File: config.mk
export PLATFORM = sky130hd
export DESIGN_NAME = roulette_wheel_selector_unit_flat
export DESIGN_NICKNAME = d
export VERILOG_FILES = /design/src/design/rws_pkg.sv /design/src/design/rws_if.sv /design/src/design/roulette_wheel_selector_unit.sv /design/src/flat_wrapper.sv
export SDC_FILE = /design/constraint.sdc
export NUM_CORES = 2
export LEC_CHECK = 0
export ABC_AREA = 1
export BUFFER_PORTS_ARGS = -buffer_cell sky130_fd_sc_hd__buf_2
export CAP_MARGIN = 20
export CORE_MARGIN = 3
export CORE_UTILIZATION = 45
export CTS_CLUSTER_DIAMETER = 150
export DETAILED_ROUTE_END_ITERATION = 16
export PLACE_DENSITY = 0.71
export SLEW_MARGIN = 20
export SYNTH_ARGS = -nofsm -noshare
export SYNTH_HDL_FRONTEND = slang
export SYNTH_SLANG_ARGS = --single-unit
File: constraint.sdc
create_clock -name clk -period 6.6 [get_ports clk]
set_input_delay 1.32 -clock clk [delete_from_list [all_inputs] [get_ports clk]]
set_output_delay 1.32 -clock clk [all_outputs]
set_load 0.01 [all_outputs]
File: src/design/rws_pkg.sv
package rws_pkg;

  localparam int MaxPop = 64;
  localparam int IdxW   = 6;
  localparam int CntW   = 7;
  localparam int FitW   = 32;
  localparam int RawW   = 39;
  localparam int TotW   = 38;
  localparam int DrawW  = 10;
  localparam int ProdW  = 48;
  localparam int AccW   = 42;

  typedef enum logic [1:0] {
    CMD_CLEAR = 2'd0,
    CMD_LOAD  = 2'd1,
    CMD_DRAW  = 2'd2
  } cmd_t;

  typedef enum logic {
    STATUS_OK    = 1'b0,
    STATUS_EMPTY = 1'b1
  } status_t;

  typedef enum logic [4:0] {
    ST_IDLE  = 5'b00001,
    ST_TOTAL = 5'b00010,
    ST_SCALE = 5'b00100,
    ST_WALK  = 5'b01000,
    ST_EMIT  = 5'b10000
  } state_t;

endpackage

File: src/design/rws_if.sv
interface rws_in_if;
  logic                             valid;
  logic                             ready;
  logic [1:0]                       command;
  logic signed [rws_pkg::FitW-1:0]  fitness_value;
  logic [rws_pkg::DrawW-1:0]        draw_value;

  modport source (output valid, command, fitness_value, draw_value, input ready);
  modport sink   (input valid, command, fitness_value, draw_value, output ready);
endinterface

interface rws_out_if;
  logic                       valid;
  logic                       ready;
  logic [rws_pkg::IdxW-1:0]   selected_index;
  logic                       status;

  modport source (output valid, selected_index, status, input ready);
  modport sink   (input valid, selected_index, status, output ready);
endinterface

File: src/design/roulette_wheel_selector_unit.sv
// Fitness-proportional (roulette wheel) selector. Clear and load requests complete in
// the idle state; loads append a signed Q16.16 fitness to a 64-entry table (loads into
// a full table are dropped). A draw request (draw_value in thousandths) returns one
// result: the first index whose fitness prefix, shifted up by the magnitude of the
// most negative loaded value, times 1000 exceeds draw times the shifted total; draws
// past the end pick the last entry, and an empty table or zero total gives index 0
// with status 1. A draw first forms the total (ST_TOTAL) and the scaled draw
// (ST_SCALE), then the walk reads the fitness store one entry per cycle through the
// read register and the accumulator, then ST_EMIT hands the result to the output
// register once it is free. The next request is taken once the result sits in the
// output register.
module roulette_wheel_selector_unit (
  input  logic            clk,
  input  logic            rst_n,
  rws_in_if.sink          in_req,
  rws_out_if.source       out_res
);

  rws_pkg::state_t                   state_r, state_nxt;

  logic [rws_pkg::CntW-1:0]          count_r;
  logic signed [rws_pkg::FitW-1:0]   lowest_r;
  logic [rws_pkg::RawW-1:0]          raw_r;

  logic [rws_pkg::FitW-1:0]          fit_mem [rws_pkg::MaxPop];
  logic [rws_pkg::FitW-1:0]          rdata_r;

  logic [rws_pkg::DrawW-1:0]         draw_r;
  logic [rws_pkg::TotW-1:0]          total_r;
  logic [rws_pkg::ProdW-1:0]         dt_r;
  logic [rws_pkg::ProdW-1:0]         acc_r;

  logic [rws_pkg::IdxW-1:0]          rd_idx_r, idx1_r, idx2_r;
  logic                              v1_r, v2_r;

  logic [rws_pkg::IdxW-1:0]          res_idx_r;
  logic                              res_status_r;

  logic                              out_valid_r;
  logic [rws_pkg::IdxW-1:0]          out_idx_r;
  logic                              out_status_r;

  logic                              accept;
  logic                              do_load;
  logic [rws_pkg::CntW-1:0]          cnt_m1;
  logic [rws_pkg::IdxW-1:0]          last_idx;
  logic signed [rws_pkg::FitW+7:0]   cl_prod;
  logic [rws_pkg::RawW-1:0]          shifted_total;
  logic [rws_pkg::ProdW-1:0]         dt_prod;
  logic [rws_pkg::FitW-1:0]          shifted_fit;
  logic [rws_pkg::AccW-1:0]          fit_x1000;
  logic                              hit;
  logic                              out_free;

  assign accept   = in_req.valid && in_req.ready;
  assign do_load  = accept && (in_req.command == rws_pkg::CMD_LOAD)
                    && (count_r < rws_pkg::CntW'(rws_pkg::MaxPop));
  assign cnt_m1   = count_r - rws_pkg::CntW'(1);
  assign last_idx = cnt_m1[rws_pkg::IdxW-1:0];

  // count times lowest is non-positive; the shifted total fits in TotW bits
  assign cl_prod       = $signed({1'b0, count_r}) * lowest_r;
  assign shifted_total = raw_r - cl_prod[rws_pkg::RawW-1:0];
  assign dt_prod       = draw_r * total_r;

  // fitness minus lowest lies in 0 .. 2^32-1; times 1000 = 1024 - 16 - 8
  assign shifted_fit = rdata_r - lowest_r;
  assign fit_x1000   = {shifted_fit, 10'b0} - {6'b0, shifted_fit, 4'b0}
                       - {7'b0, shifted_fit, 3'b0};

  assign hit      = (acc_r > dt_r) || (idx2_r == last_idx);
  assign out_free = !out_valid_r || out_res.ready;

  assign in_req.ready          = (state_r == rws_pkg::ST_IDLE);
  assign out_res.valid         = out_valid_r;
  assign out_res.selected_index = out_idx_r;
  assign out_res.status        = out_status_r;

  // fitness store: written on load, read one entry per cycle during the walk
  always_ff @(posedge clk) begin
    if (do_load) begin
      fit_mem[count_r[rws_pkg::IdxW-1:0]] <= in_req.fitness_value;
    end
    rdata_r <= fit_mem[rd_idx_r];
  end

  always_comb begin
    state_nxt = state_r;
    case (state_r)
      rws_pkg::ST_IDLE: begin
        if (accept && in_req.command == rws_pkg::CMD_DRAW) state_nxt = rws_pkg::ST_TOTAL;
      end
      rws_pkg::ST_TOTAL: state_nxt = rws_pkg::ST_SCALE;
      rws_pkg::ST_SCALE: begin
        state_nxt = (total_r == '0) ? rws_pkg::ST_EMIT : rws_pkg::ST_WALK;
      end
      rws_pkg::ST_WALK: begin
        if (v2_r && hit) state_nxt = rws_pkg::ST_EMIT;
      end
      rws_pkg::ST_EMIT: begin
        if (out_free) state_nxt = rws_pkg::ST_IDLE;
      end
      default: state_nxt = rws_pkg::ST_IDLE;
    endcase
  end

  always_ff @(posedge clk) begin
    if (!rst_n) begin
      state_r     <= rws_pkg::ST_IDLE;
      count_r     <= '0;
      lowest_r    <= '0;
      raw_r       <= '0;
      v1_r        <= 1'b0;
      v2_r        <= 1'b0;
      out_valid_r <= 1'b0;
    end else begin
      state_r <= state_nxt;

      if (accept) begin
        case (in_req.command)
          rws_pkg::CMD_CLEAR: begin
            count_r  <= '0;
            lowest_r <= '0;
            raw_r    <= '0;
          end
          rws_pkg::CMD_LOAD: begin
            if (do_load) begin
              count_r <= count_r + rws_pkg::CntW'(1);
              raw_r   <= raw_r
                         + {{(rws_pkg::RawW-rws_pkg::FitW){in_req.fitness_value[rws_pkg::FitW-1]}},
                            in_req.fitness_value};
              if (in_req.fitness_value < lowest_r) lowest_r <= in_req.fitness_value;
            end
          end
          default: ;
        endcase
      end

      if (state_r == rws_pkg::ST_WALK) begin
        v1_r <= 1'b1;
        v2_r <= v1_r;
      end else begin
        v1_r <= 1'b0;
        v2_r <= 1'b0;
      end

      if (state_r == rws_pkg::ST_EMIT && out_free) begin
        out_valid_r <= 1'b1;
      end else if (out_valid_r && out_res.ready) begin
        out_valid_r <= 1'b0;
      end
    end
  end

  // datapath, no reset needed
  always_ff @(posedge clk) begin
    if (accept) draw_r <= in_req.draw_value;

    if (state_r == rws_pkg::ST_TOTAL) total_r <= shifted_total[rws_pkg::TotW-1:0];

    if (state_r == rws_pkg::ST_SCALE) begin
      dt_r         <= dt_prod;
      acc_r        <= '0;
      rd_idx_r     <= '0;
      res_idx_r    <= '0;
      res_status_r <= rws_pkg::STATUS_EMPTY;
    end

    if (state_r == rws_pkg::ST_WALK) begin
      rd_idx_r <= rd_idx_r + rws_pkg::IdxW'(1);
      idx1_r   <= rd_idx_r;
      if (v1_r) begin
        acc_r  <= acc_r + rws_pkg::ProdW'(fit_x1000);
        idx2_r <= idx1_r;
      end
      if (v2_r && hit) begin
        res_idx_r    <= idx2_r;
        res_status_r <= rws_pkg::STATUS_OK;
      end
    end

    if (state_r == rws_pkg::ST_EMIT && out_free) begin
      out_idx_r    <= res_idx_r;
      out_status_r <= res_status_r;
    end
  end

  a_state_onehot: assert property (@(posedge clk) disable iff (!rst_n)
    $onehot(state_r))
    else $error("state register not one-hot");

  a_count_bound: assert property (@(posedge clk) disable iff (!rst_n)
    count_r <= rws_pkg::CntW'(rws_pkg::MaxPop))
    else $error("entry count beyond table depth");

  a_walk_in_range: assert property (@(posedge clk) disable iff (!rst_n)
    (state_r == rws_pkg::ST_WALK && v2_r) |-> (idx2_r <= last_idx))
    else $error("walk passed the last loaded entry");

  a_zero_total: assert property (@(posedge clk) disable iff (!rst_n)
    (state_r == rws_pkg::ST_SCALE && total_r == '0) |=> (state_r == rws_pkg::ST_EMIT))
    else $error("zero total must not start a walk");

endmodule

File: src/flat_wrapper.sv
// flat-port wrapper written by rule: the top's interface ports become plain ports
module roulette_wheel_selector_unit_flat 
  (clk, rst_n, in_req_valid, in_req_command, in_req_fitness_value, in_req_draw_value, in_req_ready, out_res_valid, out_res_selected_index, out_res_status, out_res_ready);
  rws_in_if in_req_i ();
  rws_out_if out_res_i ();
  input  logic clk;
  input  logic rst_n;
  input wire logic [$bits(in_req_i.valid)-1:0] in_req_valid;
  input wire logic [$bits(in_req_i.command)-1:0] in_req_command;
  input wire logic [$bits(in_req_i.fitness_value)-1:0] in_req_fitness_value;
  input wire logic [$bits(in_req_i.draw_value)-1:0] in_req_draw_value;
  output wire logic [$bits(in_req_i.ready)-1:0] in_req_ready;
  output wire logic [$bits(out_res_i.valid)-1:0] out_res_valid;
  output wire logic [$bits(out_res_i.selected_index)-1:0] out_res_selected_index;
  output wire logic [$bits(out_res_i.status)-1:0] out_res_status;
  input wire logic [$bits(out_res_i.ready)-1:0] out_res_ready;
  assign in_req_i.valid = in_req_valid;
  assign in_req_i.command = in_req_command;
  assign in_req_i.fitness_value = in_req_fitness_value;
  assign in_req_i.draw_value = in_req_draw_value;
  assign in_req_ready = in_req_i.ready;
  assign out_res_valid = out_res_i.valid;
  assign out_res_selected_index = out_res_i.selected_index;
  assign out_res_status = out_res_i.status;
  assign out_res_i.ready = out_res_ready;
  roulette_wheel_selector_unit u_core (.clk(clk), .rst_n(rst_n), .in_req(in_req_i), .out_res(out_res_i));
endmodule
# ---- Yosys cells after proc, flatten, opt, wreduce, memory -nomap -nowiden
# Memory sizes are Yosys's and may differ from the RTL's. A register that Yosys moved wholly into a read port is not among the register bits.
# Index checks and enable logic that the tools add are counted.
dict set report classes {
  n_addsub 9
  multipliers 2
  n_lt_le_gt_ge 3
  n_eq_ne 13
  mux 28
  n_reduce_logical 20
}
# op n
set op_table {}
lappend op_table {{$mux W48} 3}
lappend op_table {{$pmux W39 S2} 1}
lappend op_table {{$mux W32} 2}
lappend op_table {{$pmux W32 S2} 1}
lappend op_table {{$add A48 B42 Y48} 1}
lappend op_table {{$gt A48 B48 Y1} 1}
lappend op_table {{$mul A10 B38 Y48} 1}
lappend op_table {{$sub A42 B35 Y42} 1}
lappend op_table {{$sub A42 B36 Y42} 1}
lappend op_table {{$add A39 B39 Y39} 1}
lappend op_table {{$mux W39} 1}
lappend op_table {{$logic_not A38 Y1} 1}
lappend op_table {{$mul A8 B32 Y38} 1}
lappend op_table {{$sub A38 B38 Y38} 1}
lappend op_table {{$lt A32 B32 Y1} 1}
lappend op_table {{$sub A32 B32 Y32} 1}
lappend op_table {{$mux W6} 5}
lappend op_table {{$pmux W5 S5} 1}
lappend op_table {{$mux W5} 4}
lappend op_table {{$pmux W7 S2} 1}
lappend op_table {{$mux W1} 8}
lappend op_table {{$add A7 B1 Y7 const B} 1}
lappend op_table {{$logic_and A1 B1 Y1} 7}
lappend op_table {{$lt A7 B7 Y1 const B} 1}
lappend op_table {{20 further kinds} 28}
dict set report word_totals {
  reg_bits 262
  mem_bits_rw 2048
  in_bits 48
  memories 1
}
# memory words width read_ports rd_ports_with_merged_regs wr line
set mem_list {}
lappend mem_list {u_core.fit_mem 64 32 1 1 1 roulette_wheel_selector_unit.sv:25} ;# logic [rws_pkg::FitW-1:0] fit_mem [rws_pkg::MaxPop];

# ---- Longest topological paths before layout
dict set report logic_depth {
  word_depth 6
  mapped_depth 46
  ltp_nobuf 46
}

# ---- Least setup slack after synthesis
# OpenSTA, ideal clock, no wires.
dict set report synth_timing {
  path_type {flip-flop to flip-flop}
  from {register u_core.lowest_r[2] (netlist bit)}
  to {register u_core.acc_r[36] (netlist bit)}
  setup_time_ns 0.113
  arrival_time_ns 5.379
  t_required_ns 6.487
  path_slack_ns 1.108
  path_stages_with_launch 36
  path_buffers 1
  period_less_slack_ns 5.492
  path_cell_list {dfxtp_1 > clkbuf_1 > inv_1 > ha_1 > a21oi_1 > nand2_1 > a21oi_1 > o21ai_2 > nand2_1 > nand2_1 > xnor2_1 > inv_1 > fa_1 > inv_1 > ha_1 > a21oi_1 > inv_1 > a21oi_1 > inv_1 > a21oi_1 > o21ai_0 > nor2_1 > o21bai_1 > xor2_1 > ha_1 > a21oi_1 > inv_1 > a31oi_1 > o21ai_0 > a21oi_1 > nand2_1 > nand2_1 > nand3_1 > or2_2 > nand3_1 > nand2_1}
}
dict set report synth_via {
  elab_chain_cells 6
}
# item line
set synth_lines {}
lappend synth_lines {{from (decl)} roulette_wheel_selector_unit.sv:22} ;# logic signed [rws_pkg::FitW-1:0] lowest_r;
lappend synth_lines {{from (signal assigned)} roulette_wheel_selector_unit.sv:132} ;# if (in_req.fitness_value < lowest_r) lowest_r <= in_req.fitness_value;
lappend synth_lines {{$sub A32 B32 Y32 *} roulette_wheel_selector_unit.sv:67} ;# assign shifted_fit = rdata_r - lowest_r;
lappend synth_lines {{$sub A42 B36 Y42} roulette_wheel_selector_unit.sv:68} ;# assign fit_x1000 = {shifted_fit, 10'b0} - {6'b0, shifted_fit, 4'b0}
lappend synth_lines {{$sub A42 B35 Y42 *} roulette_wheel_selector_unit.sv:69} ;# - {7'b0, shifted_fit, 3'b0};
lappend synth_lines {{$add A48 B42 Y48 *} roulette_wheel_selector_unit.sv:173} ;# acc_r <= acc_r + rws_pkg::ProdW'(fit_x1000);
lappend synth_lines {{$mux W48 *} roulette_wheel_selector_unit.sv:172} ;# if (v1_r) begin
lappend synth_lines {{$mux W48 *} roulette_wheel_selector_unit.sv:169} ;# if (state_r == rws_pkg::ST_WALK) begin
lappend synth_lines {{to (signal assigned)} roulette_wheel_selector_unit.sv:173}
lappend synth_lines {{to (decl)} roulette_wheel_selector_unit.sv:31} ;# logic [rws_pkg::ProdW-1:0] acc_r;
# Mark *: on every way between the ends. The rest lies on a longest branch, timed or not.
# A chain may end at the register's enable or synchronous reset.

# ---- Worst setup path in the final report
dict set report layout_timing {
  from {register u_core.rdata_r[21] (netlist bit), read port of u_core.fit_mem}
  to {register u_core.acc_r[40] (netlist bit)}
}
dict set report layout_via {
  elab_chain_cells 6
}
# item line
set layout_lines {}
lappend layout_lines {{from (decl)} roulette_wheel_selector_unit.sv:26} ;# logic [rws_pkg::FitW-1:0] rdata_r;
lappend layout_lines {{$sub A32 B32 Y32 *} roulette_wheel_selector_unit.sv:67}
lappend layout_lines {{$sub A42 B36 Y42} roulette_wheel_selector_unit.sv:68}
lappend layout_lines {{$sub A42 B35 Y42 *} roulette_wheel_selector_unit.sv:69}
lappend layout_lines {{$add A48 B42 Y48 *} roulette_wheel_selector_unit.sv:173}
lappend layout_lines {{$mux W48 *} roulette_wheel_selector_unit.sv:172}
lappend layout_lines {{$mux W48 *} roulette_wheel_selector_unit.sv:169}
# Marked as above.

==> qor.csv <==
metric;value;unit
async_flop_share;0;%
dieArea;277500;sq um
port_buffers;56;
total_power;0.05797;W
fillers;23310;
clock_latency;0.93;ns
finClkSkew;0.1212;ns
synthSimpleGateAreaFrac;12.31;%
ant_nets;0;
hold_class;reg -> reg;
peakVddDrop;0.0007938;V
drc;0;
wire_per_inst;24.46;microns
ys_ff_latch;2341;
vias_per_cell;5.845;
cts_made_buffers;242;
finalCritPeriodShare;93.52;%
cts_tree;built;
vias;89360;
p_leak;51.20;nW
final-hold-violation-count;0;
slowest_stage;dfxtp_1;
path_class;reg -> reg;
dr.pass1.iters;6;
crit_required;7.34;ns
synth-compound-area-share;11.95;%
relSlewSlack;21.72;%
synth_adder_area_share;12.44;%
cts_sinks;2341;
final_cell_mix;2172 x edfxtp_1, 1663 x nand2_1, 1416 x nor2_1;
cts_max_level;4;
synth-xor-area-share;1.356;%
drtIter0Drc;11670;
status;complete, no violations;
cts_hold_buf;0;
avgSynthCellArea;10.59;sq um
die_y;526.8;microns
gp_congestion;0.9409;
initial_core_util;45.39;%
max-cap-violations;0;
synth_top_family_by_area;adder cells;
max_freq;162.0;MHz
antenna_found_initial;20;
grt.total_usage;26.26;%
synth-seq-area-share;56.21;%
gr-total-overflow;0;
synth-main-ff-cell;edfxtp_1;
fin_crit;6.172;ns
muxShareOfSynthArea;0;%
ys_warn_count;0;
synthDistinctLibCells;54;
drv_slew;0;
critPathMaxStageDelay;0.55;ns
rows;190;
cp-end-kind;register;
clk_pin_slew_worst_paths;0.06;ns
synth_edf_count;2172;
grt_max_degree;198;
drive_gt1_share;7.365;%
areaGrowthSynthToFinish;11.20;%
nNetsFinal;12480;
dp_hpwl;239600;microns
synth_cells;11530;
root_buffer;clkbuf_16;
die_x;526.8;microns
synth_nets;12480;
grt_pass1_vias;85290;
start_kind;register;
worstPathArrival;6.92;ns
ios;57;
cp_max_fo;5;
synthesis.area;122100;sq um
cts_buffer_depth;4;
finalWirelength;374000;microns
power.density;427.1;nW/um^2
grt_pass1_wl;548500;microns
worst_slew_pin_slew;1.174;ns
finalSetupViolations;0;
holdWs;0.3999;ns
final_common_cell;edfxtp_1;
core-area;268900;sq um
-- synth_stat cells, types with 23 or more instances --
cell type | n | share of area, %
nor4_1 | 25 | 0.13
o21a_1 | 23 | 0.14
a21oi_1 | 487 | 2.0
o22ai_1 | 319 | 1.6
o21ai_0 | 1246 | 5.1
buf_2 | 132 | 0.54
ha_1 | 402 | 4.1
nand3_1 | 364 | 1.5
a31oi_1 | 70 | 0.36
xnor2_1 | 74 | 0.53
a21o_1 | 33 | 0.20
inv_1 | 1176 | 3.6
nor3_1 | 47 | 0.19
fa_1 | 507 | 8.3
o221ai_1 | 197 | 1.4
dfxtp_1 | 169 | 2.8
nand4_1 | 95 | 0.49
clkbuf_1 | 422 | 1.3
xor2_1 | 115 | 0.83
nand2_1 | 1664 | 5.1
edfxtp_1 | 2172 | 53
nor2_1 | 1482 | 4.6
o211ai_1 | 68 | 0.42
buf_1 | 49 | 0.15
o21bai_1 | 27 | 0.17
-- cell families (layout without fill, tap and decap cells) --
| family | count (synthesis) | after routing |
|---|---|---|
| AOI/OAI and AO/OA | 2547 | 2547 |
| DFF | 2341 | 2341 |
| and+or+nand+nor | 3733 | 3733 |
| adders and majority gates | 909 | 909 |
| buffers and inverters | 1808 | 2012 |
| other | 0 | 7 |
| xor gates and xnor gates | 189 | 189 |
-- flip-flops by register name, indices dropped and copies added (netlist names) --
| signal | cells |
|---|---|
| u_core.acc_r | 48 |
| u_core.count_r | 7 |
| u_core.draw_r | 10 |
| u_core.dt_r | 48 |
| u_core.fit_mem | 2048 |
| u_core.idx1_r | 6 |
| u_core.idx2_r | 6 |
| u_core.lowest_r | 32 |
| u_core.out_res.selected_index | 6 |
| u_core.out_res.status | 1 |
| u_core.out_res.valid | 1 |
| u_core.raw_r | 38 |
| u_core.rd_idx_r | 6 |
| u_core.rdata_r | 32 |
| u_core.res_idx_r | 6 |
| u_core.res_status_r | 1 |
| u_core.state_r | 5 |
| u_core.total_r | 38 |
| u_core.v1_r | 1 |
| u_core.v2_r | 1 |
-- routing by layer --
metal  track usage, %  up-vias  share of wire [%]
li1                 -    39960                  -
met1            34.86    43630                 38
met2            40.95     4939                 45
met3            5.140      826                 11
met4            13.78        8                5.9
met5                0        -              0.012
-- stage by stage --
step	cells	setup slack, ns	utilization (%)	instance area (sq um)	TNS [ns]
detailed placement	14830	0.3442	47.45	127600	0
finish	15290	0.4280	50.48	135700	0
global route	15290	-0.003736	50.48	135700	-0.003736
floorplan	11530	1.108	-	122100	0
global placement	14830	0.4099	47.45	127600	0
CTS	15280	0.3464	50.41	135500	0
-- critical path, delay by kind of cell (launching register included) --
family          cells  cell delay (ns)
buf+inv             4             0.44
fa+ha+maj           4             1.57
xor+xnor            1             0.22
compound gates     12             2.27
flops               1             0.55
simple gates        8             0.95
-- area by class of cell --
| type | instances | area, sq um | share of cell area, % |
|---|---|---|---|
| clock inverters | 147 | 1570 | 1.157 |
| diodes | 7 | 17.52 | 0.01291 |
| repair buffers | 372 | 3078 | 2.268 |
| multi-input cells | 7378 | 47100 | 34.70 |
| inverters | 1192 | 4504 | 3.319 |
| flip-flops and latches | 2341 | 68610 | 50.55 |
| well taps | 3552 | 4444 | 3.274 |
| clock buffers | 301 | 6401 | 4.716 |
-- what timing repair did --
item                                    CTS  global route
buffers inserted                          0             2
endpoints found under the setup margin    0            18
hold endpoints to repair                  0             0
resized for setup                         0            27
-- final timing paths --
kind / start / end / slack (ns) / cells after the start
hold / removal: u_core.res_status_r$_DFF_P_ / u_core.out_res.status$_DFFE_PP_ / 0.40 / 0
setup / recovery: u_core.rdata_r[21]$_DFF_P_ / u_core.acc_r[40]$_DFF_P_ / 0.43 / 29
setup reg to reg: u_core.rdata_r[21]$_DFF_P_ / u_core.acc_r[40]$_DFF_P_ / 0.43 / 29
hold reg to reg: u_core.res_status_r$_DFF_P_ / u_core.out_res.status$_DFFE_PP_ / 0.40 / 0
-- report_power, final --
group | internal, W | switching (W)
Clock | 0.00804 | 0.00578
Combinational | 0.00922 | 0.0175
Sequential | 0.0172 | 0.000192
No activity file was read; power rests on OpenSTA's default activity.
